[config.mk]
export PLATFORM = sky130hd
export DESIGN_NAME = bounded_stack_with_search_unit
export DESIGN_NICKNAME = d
export VERILOG_FILES = /design/src/hdl/bss_pkg.sv /design/src/hdl/bss_mem.sv /design/src/hdl/bounded_stack_with_search_unit.sv
export SDC_FILE = /design/constraint.sdc
export NUM_CORES = 1
export LEC_CHECK = 0
export BUFFER_PORTS_ARGS = -buffer_cell sky130_fd_sc_hd__buf_2
export CAP_MARGIN = 20
export CORE_MARGIN = 5
export CORE_UTILIZATION = 55
export CTS_BUF_LIST = sky130_fd_sc_hd__clkbuf_8
export DETAILED_ROUTE_END_ITERATION = 12
export PLACE_DENSITY_LB_ADDON = 0.05
export SYNTH_ARGS = -nofsm -noshare
export SYNTH_HDL_FRONTEND = slang
export SYNTH_SLANG_ARGS = --single-unit
[constraint.sdc]
create_clock -name clk -period 4.16 [get_ports clk]
set_clock_uncertainty 0.2 [all_clocks]
set_input_delay 0.208 -clock clk [delete_from_list [all_inputs] [get_ports clk]]
set_output_delay 0.208 -clock clk [all_outputs]
set_load 0.005 [all_outputs]
[src/hdl/bss_pkg.sv]
// ----------------------------------------------------------------------------
// bss_pkg
// Types and constants shared by the stack-with-search block.
// ----------------------------------------------------------------------------
package bss_pkg;

	localparam int WORD_W      = 32;
	localparam int POS_W       = 5;
	localparam int MAX_ITEMS   = 16;
	localparam int KW          = 4;   // display beat counter, 0..MAX_ITEMS-1
	localparam int IN_TDATA_W  = 64;  // value, new_value
	localparam int OUT_TDATA_W = 40;  // data, position, pad

	typedef enum logic [2:0] {
		REQ_PUSH    = 3'd0,
		REQ_POP     = 3'd1,
		REQ_SEARCH  = 3'd2,
		REQ_UPDATE  = 3'd3,
		REQ_DISPLAY = 3'd4
	} req_t;

	typedef enum logic [1:0] {
		STATUS_OK       = 2'd0,
		STATUS_FULL     = 2'd1,
		STATUS_EMPTY    = 2'd2,
		STATUS_NOTFOUND = 2'd3
	} status_t;

	typedef enum logic [2:0] {
		ST_IDLE,
		ST_EXEC,
		ST_POP,
		ST_SCAN,
		ST_DISP
	} state_t;

	// Memory port strobes.
	typedef struct packed {
		logic we;
		logic re;
	} mem_ctl_t;

endpackage

[src/hdl/bss_mem.sv]
// ----------------------------------------------------------------------------
// bss_mem
// Stack storage: one write port, one read port, registered read data.
// ----------------------------------------------------------------------------
module bss_mem #(
	parameter int DEPTH = 16,
	parameter int AW    = 4
) (
	input  logic                      clk,
	input  bss_pkg::mem_ctl_t         ctl,
	input  logic [AW-1:0]             waddr,
	input  logic [bss_pkg::WORD_W-1:0] wdata,
	input  logic [AW-1:0]             raddr,
	output logic [bss_pkg::WORD_W-1:0] rdata
);
	import bss_pkg::*;

	logic [WORD_W-1:0] mem [DEPTH];

	always_ff @(posedge clk) begin
		if (ctl.we) begin
			mem[waddr] <= wdata;
		end
	end

	// read data holds while re is low
	always_ff @(posedge clk) begin
		if (ctl.re) begin
			rdata <= mem[raddr];
		end
	end

endmodule

[src/hdl/bounded_stack_with_search_unit.sv]
// ----------------------------------------------------------------------------
// bounded_stack_with_search_unit
// LIFO stack of signed 32-bit words with push, pop, search, update, display.
// ----------------------------------------------------------------------------
// Usage:
//   Requests arrive on the s_ channel: s_tuser carries the request kind,
//   s_tdata carries value and new_value. Results leave on the m_ channel:
//   m_tuser is the status, m_tdata carries data and position, m_tlast marks
//   the final beat of a request. Every request gives one beat, except
//   display (one beat per entry, top first, at most 16) and the unused kind
//   codes five to seven, which give none.
//   One request is worked on at a time; s_tready is high only in idle.
//   Push answers from its execute state; pop and display first read the top
//   entry; search and update read from the top down to a match or the bottom.
//   Display then gives one beat per cycle while the output register can take
//   it. The scan rate is set by the single read port of the storage memory:
//   one entry per cycle. A result sits in the output register; the next
//   request may be accepted while it waits. With the register full and
//   m_tready low, results and read data hold until it frees; scans go on.
//   Reset empties the stack (fill count to zero) and drops m_tvalid; the
//   memory contents are not cleared and are never read before written.
// ----------------------------------------------------------------------------
module bounded_stack_with_search_unit #(
	parameter int DEPTH = 16
) (
	input  logic                               clk,
	input  logic                               arst_n,
	// request channel
	input  logic                               s_tvalid,
	output logic                               s_tready,
	input  logic [bss_pkg::IN_TDATA_W-1:0]     s_tdata,  // [31:0] value, [63:32] new_value
	input  logic [2:0]                         s_tuser,  // [2:0] req_type
	// result channel
	output logic                               m_tvalid,
	input  logic                               m_tready,
	output logic [bss_pkg::OUT_TDATA_W-1:0]    m_tdata,  // [31:0] data, [36:32] position, pad
	output logic [1:0]                         m_tuser,  // [1:0] status
	output logic                               m_tlast
);
	import bss_pkg::*;

	localparam int AW = (DEPTH > 1) ? $clog2(DEPTH) : 1;
	localparam int CW = $clog2(DEPTH + 1);

	// control state
	state_t        state_q, state_d;
	logic [CW-1:0] cnt_q, cnt_d;
	logic [AW-1:0] ptr_q, ptr_d;     // address of the entry in rdata
	logic [KW-1:0] k_q, k_d;         // display beat index

	// request payload
	req_t              req_q;
	logic [WORD_W-1:0] val_q;
	logic [WORD_W-1:0] nval_q;

	// output register
	logic              m_tvalid_q;
	status_t           out_status_q;
	logic [WORD_W-1:0] out_data_q;
	logic [POS_W-1:0]  out_pos_q;
	logic              out_last_q;

	// memory port
	mem_ctl_t          mem_ctl;
	logic [AW-1:0]     waddr, raddr;
	logic [WORD_W-1:0] wdata, rdata;

	// beat to load into the output register
	logic              emit;
	status_t           e_status;
	logic [WORD_W-1:0] e_data;
	logic [POS_W-1:0]  e_pos;
	logic              e_last;

	logic can_emit;
	logic full, empty, match, disp_last;

	assign can_emit  = !m_tvalid_q || m_tready;
	assign full      = (cnt_q == CW'(DEPTH));
	assign empty     = (cnt_q == '0);
	assign match     = (rdata == val_q);
	assign disp_last = (ptr_q == '0) || (k_q == KW'(MAX_ITEMS - 1));

	bss_mem #(
		.DEPTH (DEPTH),
		.AW    (AW)
	) u_mem (
		.clk   (clk),
		.ctl   (mem_ctl),
		.waddr (waddr),
		.wdata (wdata),
		.raddr (raddr),
		.rdata (rdata)
	);

	// Requests are serialized, so a write always lands before the next read
	// is issued: no forwarding path is needed.
	always_comb begin
		state_d  = state_q;
		cnt_d    = cnt_q;
		ptr_d    = ptr_q;
		k_d      = k_q;
		mem_ctl  = '0;
		waddr    = AW'(cnt_q);
		wdata    = val_q;
		raddr    = AW'(cnt_q - 1'b1);
		emit     = 1'b0;
		e_status = STATUS_OK;
		e_data   = '0;
		e_pos    = '0;
		e_last   = 1'b1;
		s_tready = (state_q == ST_IDLE);

		case (state_q)
			ST_IDLE: begin
				if (s_tvalid) begin
					state_d = ST_EXEC;
				end
			end
			ST_EXEC: begin
				case (req_q)
					REQ_PUSH: begin
						if (can_emit) begin
							emit    = 1'b1;
							state_d = ST_IDLE;
							if (full) begin
								e_status = STATUS_FULL;
							end else begin
								mem_ctl.we = 1'b1;
								cnt_d      = CW'(cnt_q + 1'b1);
							end
						end
					end
					REQ_POP, REQ_SEARCH, REQ_UPDATE, REQ_DISPLAY: begin
						if (empty) begin
							if (can_emit) begin
								emit     = 1'b1;
								e_status = STATUS_EMPTY;
								state_d  = ST_IDLE;
							end
						end else begin
							// fetch the top entry
							mem_ctl.re = 1'b1;
							ptr_d      = AW'(cnt_q - 1'b1);
							k_d        = '0;
							case (req_q)
								REQ_POP:     state_d = ST_POP;
								REQ_DISPLAY: state_d = ST_DISP;
								default:     state_d = ST_SCAN;
							endcase
						end
					end
					default: begin
						// unused kind: no result
						state_d = ST_IDLE;
					end
				endcase
			end
			ST_POP: begin
				if (can_emit) begin
					emit    = 1'b1;
					e_data  = rdata;
					cnt_d   = CW'(cnt_q - 1'b1);
					state_d = ST_IDLE;
				end
			end
			ST_SCAN: begin
				if (match) begin
					if (can_emit) begin
						emit    = 1'b1;
						e_pos   = POS_W'(cnt_q - CW'(ptr_q));
						state_d = ST_IDLE;
						if (req_q == REQ_UPDATE) begin
							mem_ctl.we = 1'b1;
							waddr      = ptr_q;
							wdata      = nval_q;
						end
					end
				end else if (ptr_q == '0) begin
					if (can_emit) begin
						emit     = 1'b1;
						e_status = STATUS_NOTFOUND;
						state_d  = ST_IDLE;
					end
				end else begin
					mem_ctl.re = 1'b1;
					raddr      = AW'(ptr_q - 1'b1);
					ptr_d      = AW'(ptr_q - 1'b1);
				end
			end
			ST_DISP: begin
				if (can_emit) begin
					emit   = 1'b1;
					e_data = rdata;
					e_pos  = POS_W'(k_q) + POS_W'(1);
					e_last = disp_last;
					if (disp_last) begin
						state_d = ST_IDLE;
					end else begin
						mem_ctl.re = 1'b1;
						raddr      = AW'(ptr_q - 1'b1);
						ptr_d      = AW'(ptr_q - 1'b1);
						k_d        = KW'(k_q + 1'b1);
					end
				end
			end
			default: begin
				state_d = ST_IDLE;
			end
		endcase
	end

	always_ff @(posedge clk or negedge arst_n) begin
		if (!arst_n) begin
			state_q    <= ST_IDLE;
			cnt_q      <= '0;
			ptr_q      <= '0;
			k_q        <= '0;
			m_tvalid_q <= 1'b0;
		end else begin
			state_q <= state_d;
			cnt_q   <= cnt_d;
			ptr_q   <= ptr_d;
			k_q     <= k_d;
			if (emit) begin
				m_tvalid_q <= 1'b1;
			end else if (m_tready) begin
				m_tvalid_q <= 1'b0;
			end
		end
	end

	// payload: request latch and output register
	always_ff @(posedge clk) begin
		if (s_tvalid && s_tready) begin
			req_q  <= req_t'(s_tuser);
			val_q  <= s_tdata[WORD_W-1:0];
			nval_q <= s_tdata[2*WORD_W-1:WORD_W];
		end
		if (emit) begin
			out_status_q <= e_status;
			out_data_q   <= e_data;
			out_pos_q    <= e_pos;
			out_last_q   <= e_last;
		end
	end

	assign m_tvalid = m_tvalid_q;
	assign m_tdata  = {(OUT_TDATA_W - WORD_W - POS_W)'(0), out_pos_q, out_data_q};
	assign m_tuser  = out_status_q;
	assign m_tlast  = out_last_q;

endmodule

==> flow_summary.ini, run 1 <==
[status]
outcome = finished clean

[setup_path]
cp_data_arrival_time_ns = 4.16
path_delay_family = compound AO/OA/AOI/OAI gates
path_cells = inv_2 > ha_2 > or3b_2 > nand2_1 > nor2_1 > a311o_1 > o221ai_4 > buf_4 > buf_12 > mux2i_1 > a221oi_1 > a21oi_2 > o311ai_2
cp_data_required_time_ns = 4.34
slowest_delay_ns = 0.54
worstSetupPathType = reg -> reg
crit_slowest_cell = or3b_2
crit_path_start_kind = register
path_buf_inv = 3
critPathMaxFanout = 22
cp-end-kind = register

[global_routing]
grt_pass1_vias = 17500
grt_max_degree = 41
grtUsageTotal_pct = 27.2
grt_overflow = 0
antenna_found_initial = 2
grt_pass1_wl_um = 108000

[floorplanning]
row_count = 80
dieArea_um2 = 52800
die_x_um = 230
fp.coreArea_um2 = 47700
ioPinCount = 116
initial_utilization_pct = 55.6
die_height_um = 230

[place]
hpwlAfterDp_um = 45300
placed_cell_area_um2 = 30000
gp_congestion = 0.920
io_buffers = 112

[clock_tree]
h-tree-depth = 3
cts_root_buffer = clkbuf_8
cts_buffer_depth = 3
clock-sinks = 668
cts_tree = built
worstSkewPairLatency_ns = 0.70
cts_buffers = 105
clk_pin_slew_ns = 0.06

[power]
power.leakage_nw = 12.2
ir_worst_vdd_mv = 0.541
power.density_nw_per_um2 = 773
total_power_mw = 25.7

[timing]
setup_violations = 0
maxSlewHeadroom_pct = 42.8
slew_violations = 0
tightest_slew_ns = 0.855
hold_viol_final = 0
max_freq_mhz = 251
period_minus_slack_ns = 3.98
fin_crit_sh_pct = 95.6
hold_ws_ns = 0.0551

[yosys]
synth_top_area_share_pct = 73.6
ys_async_sr_fraction_pct = 2.54
synth_edf_count = 651
netlist_top_cells_count = edfxtp_1, nand2_1, a21oi_1
synth_cell_types = 61
netlist_area_um2 = 26600
synth_seq_cells = 668
synth_most_common_cell = edfxtp_1
ys.flop_type = edfxtp_1
synth-seq-area-share_pct = 75.2
synthTopCellsByArea = edfxtp_1, nand2_1, a21oi_1, mux2i_1, dfrtp_1
synth_largest_area_cell = edfxtp_1
netlist_instances = 1774
syn_avg_cell_area_um2 = 15.0
synth_warnings = 0

[cells_and_area]
antennaDiodeCount = 0
nets = 2293
syn_to_final_growth_pct = 25.0
nFillCells = 3262
postLayoutCellArea_um2 = 33200
fin_util_pct = 69.6
layout-drive-gt1-share_pct = 21.9

[detailed_routing]
first_pass_iters = 5
drc = 0
wl_per_cell_um = 25.0
wl_um = 72500
ant_nets = 0
vias_per_cell = 5.92
route.vias.total = 17200
first_iter_violations = 1830

[min_path]
min_path_type = in -> reg

[run]
cap_viol_max_count = 0
==> final timing paths <==
path,slack (ns),depth (start not counted),endpoint,from
worst min-delay path,0.06,2,nval_q[18]$_DFFE_PP_,s_tdata[50]
worst max-delay path,0.18,13,u_mem.rdata[28]$_DFFE_PP_,ptr_q[1]$_DFFE_PN0P_
min in group asynchronous,0.51,3,cnt_q[2]$_DFFE_PN0P_,arst_n
worst min register to register,0.34,1,k_q[1]$_DFFE_PN0P_,k_q[1]$_DFFE_PN0P_
max in group asynchronous,2.66,3,state_q[2]$_DFFE_PN0P_,arst_n
worst max register to register,0.18,13,u_mem.rdata[28]$_DFFE_PP_,ptr_q[1]$_DFFE_PN0P_
==> layer usage <==
layer	GRT usage, %	wire (um)	vias to the layer above	part of all wire [%]
li1	-	-	7718	-
met1	37.2	30200	8616	42
met2	43.7	34400	705	47
met3	6.65	5660	146	7.8
met4	8.99	2280	2	3.1
met5	0	20	-	0.028
==> registers in the layout (all words and copies together), names as in the netlist, 3 cells and up <==
name and count:
cnt_q 5, k_q 4, nval_q 32, out_data_q 32
out_pos_q 5, ptr_q 4, req_q 3, state_q 3
u_mem.mem 512, u_mem.rdata 32, val_q 32
==> power by group <==
part	leakage (nW)	total, mW	switching (mW)	internal, mW
combinational	5.00	11.7	6.79	4.93
sequential	6.12	9.03	0.444	8.58
clock	1.07	4.92	2.48	2.44
total	12.2	25.7	9.71	16.0
==> cell usage in the layout, fill, tap and decap left out, drive strengths merged, types with 30 or more instances in the layout <==
cell type,Yosys,final
edfxtp,651,651
nand2,319,319
buf,54,304
a21oi,212,212
dlygate4sd3,0,134
clkbuf,55,107
mux2i,62,62
inv,13,51
xor2,36,36
clkinv,0,36
and2,34,34
a221o,34,34
a32oi,33,33
a221oi,33,33
mux2,32,32
o311ai,31,31
nor2,30,30
==> cell type report <==
class,count,area [um2],share of cell area [%]
flip-flops and latches,668,20000,60.1
multi-input cells,986,6270,18.9
repair buffers,438,4320,13.0
clock buffers,107,1470,4.43
well taps,615,769,2.32
clock inverters,75,350,1.05
inverters,13,48.8,0.147
==> cell families (layout without fill, tap and decap cells) <==
family / Yosys count / in the layout / share of synthesized area, %
other cells: 1 / 3 / 0.0141
flops: 668 / 668 / 75.2
simple gates: 440 / 440 / 7.17
xor+xnor: 47 / 47 / 1.55
compound gates: 392 / 392 / 9.78
buf+inv: 122 / 633 / 2.09
fa+ha+maj: 10 / 10 / 0.499
mux: 94 / 94 / 3.69
==> timing repair <==
| item | 4_1_cts | 5_1_grt |
|---|---|---|
| resized for setup | 1 | 4 |
| hold endpoints to repair | 125 | 0 |
| endpoints found under the setup margin | 1 | 1 |
| buffers inserted | 0 | 2 |
| hold buffers | 134 | 0 |
| pin swaps | 0 | 1 |
==> metrics by stage <==
step / TNS, ns / setup WS, ns / cells
6_report: 0 / 0.181 / 2902
5_1_grt: -0.00660 / -0.00660 / 2902
4_1_cts: 0 / 0.0343 / 2900
3_5_place_dp: 0 / 0.0428 / 2584
3_3_place_gp: 0 / 0.0800 / 2584
2_1_floorplan: -126.40 / -0.277 / 1776
Power figures use the tool's default switching activity.
==> run 2, diff against run 1 <==
- BUFFER_PORTS_ARGS: -buffer_cell sky130_fd_sc_hd__buf_2 -> default
- DONT_BUFFER_PORTS: default -> 1
- SYNTH_HIERARCHICAL: default -> 1
==> flow_summary.ini, run 2 <==
[status]
outcome = finished clean

[clock_tree]
h-tree-depth = 3
clk_pin_slew_ns = 0.06
clock-sinks = 668
cts_buffers = 108
cts_buffer_depth = 3
cts_tree = built
worstSkewPairLatency_ns = 0.70
cts_root_buffer = clkbuf_8

[detailed_routing]
wl_um = 65200
route.vias.total = 13900
vias_per_cell = 5.99
wl_per_cell_um = 28.2
first_pass_iters = 6
ant_nets = 0
drc = 0
first_iter_violations = 1427

[setup_path]
cp.depth = 15
slowest_delay_ns = 0.50
cp-end-kind = register
cp_data_arrival_time_ns = 4.35
path_delay_family = buffers and inverters
worstSetupPathType = reg -> reg
r2r-start = val_q[16]$_DFFE_PP_
crit_slowest_cell = mux4_2
r2r_cells = 15
crit_start = val_q[16]$_DFFE_PP_
crit_path_start_kind = register
path_buf_inv = 6
critPathMaxFanout = 6
path_cells = xor2_2 > nor4_2 > buf_4 > nand4_1 > or2_1 > buf_6 > a22o_4 > mux2i_4 > buf_6 > clkbuf_16 > buf_12 > buf_4 > mux4_2 > a22oi_2 > nand2_1
cp_data_required_time_ns = 4.40
ff2ff_setup_slack_ns = 0.04

[power]
power_switching_mw = 8.25
power.density_nw_per_um2 = 749
power.leakage_nw = 11.2
power_frac_comb_pct = 41.4
sw_frac_of_total_pct = 33.9
clockPowerShare_pct = 21.5
ir_worst_vdd_mv = 0.469
seq_power_share_pct = 37.1
total_power_mw = 24.3
power.internal_mw = 16.1

[global_routing]
grt_pass1_wl_um = 95500
antenna_found_initial = 1
grt_pass1_vias = 14500
grt_overflow = 0
grt_max_degree = 33
grtUsageTotal_pct = 24.8

[floorplanning]
fp.coreArea_um2 = 46800
dieArea_um2 = 51900
ioPinCount = 116
row_count = 79
die_height_um = 228
die_x_um = 228
initial_utilization_pct = 55.8

[run]
cap_viol_max_count = 0

[yosys]
synth-seq-area-share_pct = 76.6
synth_seq_cells = 668
ys_async_sr_fraction_pct = 2.54
syn_avg_cell_area_um2 = 20.6
synth_cell_types = 55
netlist_instances = 1268
synth_top_area_share_pct = 75.0
synth_largest_area_cell = edfxtp_1
synth_edf_count = 651
synthTopCellsByArea = edfxtp_1, mux4_2, a22oi_1, dfrtp_1, mux2_4
netlist_top_cells_count = edfxtp_1, mux4_2, a22oi_1
ys.flop_type = edfxtp_1
synth_most_common_cell = edfxtp_1
synth_warnings = 6
netlist_area_um2 = 26100

[timing]
slew_violations = 0
max_freq_mhz = 243
period_minus_slack_ns = 4.12
hold_ws_ns = 0.0811
rsz0062_at_grt = true
setup_violations = 0
hold_viol_final = 0
fin_crit_sh_pct = 99.0
tightest_slew_ns = 0.947
fin_ws_ns = 0.0405
maxSlewHeadroom_pct = 36.7

[cells_and_area]
regArea_um2 = 20000
syn_to_final_growth_pct = 24.5
nets = 1704
layout-drive-gt1-share_pct = 31.7
nFillCells = 2955
largest_register_ffs = 512
fin_util_pct = 69.4
regMostFlops = u_mem/mem
antennaDiodeCount = 0
fin_cells = 2315
final_cell_mix = edfxtp_1, dlygate4sd3_1, mux4_2
final_common_cell = edfxtp_1
multiInputGateArea_um2 = 6200

[place]
io_buffers = 0
hpwlAfterDp_um = 39400
gp_congestion = 0.842
place_inst = 1948
place_ws_ns = -0.215

[min_path]
hold_start = s_tdata[29]
min_path_type = in -> reg
min_path_cells = 1
run 2: cell count changes after synthesis, sizes merged, moves of 19 or more:
cell,delta
a22oi,+62
nand2,-257
mux4,+128
a221o,-33
a21oi,-196
mux2i,-53
buf,-19
a32oi,-33
a221oi,-33
clkbuf,-25
o311ai,-31
run 2: through the flow:
stage | cell area (um2) | setup TNS (ns)
6_report | 32500 | 0
5_1_grt | 32500 | -2.61
4_1_cts | 32000 | 0
3_5_place_dp | 28400 | -61.87
3_3_place_gp | 28300 | -4.42
2_1_floorplan | 26200 | -80.88
run 2: cell type report:
type	instances	area share (%)
timing repair buffer	308	10.8
clock buffer	111	4.71
inverter	8	0.0925
sequential	668	61.5
multi-input combinational	529	19.1
clock inverter	84	1.46
tap	607	2.34
run 2: power by group through the flow:
stage | Clock [mW] | Combinational (mW) | Sequential, mW
2_1_floorplan | 0 | 5.31 | 8.95
3_3_place_gp | 0 | 8.76 | 9.15
3_5_place_dp | 0 | 9.00 | 9.15
4_1_cts | 5.34 | 9.22 | 9.02
5_1_grt | 5.71 | 10.7 | 9.07
6_report | 5.24 | 10.1 | 9.03
run 2: what timing repair did:
item | CTS | global route
gates cloned | 1 | 6
resized for setup | 6 | 67
buffers inserted | 21 | 8
pin swaps | 3 | 34
setup endpoints to repair | 539 | 56
hold endpoints to repair | 129 | 0
hold buffers | 138 | 0
run 2: logic make-up (layout without fill, tap and decap cells):
kind of cell	after synthesis	after routing	synth area share, %
fa+ha+maj	10	10	0.509
mux	171	171	13.3
flops	668	668	76.6
buf+inv	73	511	1.37
compound gates	112	112	3.06
other cells	1	3	0.0144
xor+xnor	47	47	1.58
simple gates	186	186	3.62
run 2: final timing paths:
path                                             end
hold / removal                   val_q[29]$_DFFE_PP_
hold reg to reg                   k_q[1]$_DFFE_PN0P_
setup reg to reg           u_mem/rdata[16]$_DFFE_PP_
min in group asynchronous         k_q[0]$_DFFE_PN0P_
max in group asynchronous         k_q[2]$_DFFE_PN0P_
setup / recovery           u_mem/rdata[16]$_DFFE_PP_
run 2: routing by layer:
metal | vias to the layer above | wire length [um] | track usage [%]
met5 | - | 0 | 0
met4 | 0 | 1300 | 6.03
met3 | 84 | 5130 | 5.85
met2 | 603 | 32400 | 40.8
met1 | 7253 | 26400 | 34.5
li1 | 5924 | - | -
run 2: worst register-to-register path, stage by stage, from the launching register on:
cell	delay, ns
edfxtp_1	0.48
xor2_2	0.23
nor4_2	0.29
buf_4	0.18
nand4_1	0.20
or2_1	0.33
buf_6	0.15
a22o_4	0.26
mux2i_4	0.20
buf_6	0.16
clkbuf_16	0.18
buf_12	0.13
buf_4	0.13
mux4_2	0.50
a22oi_2	0.19
nand2_1	0.06
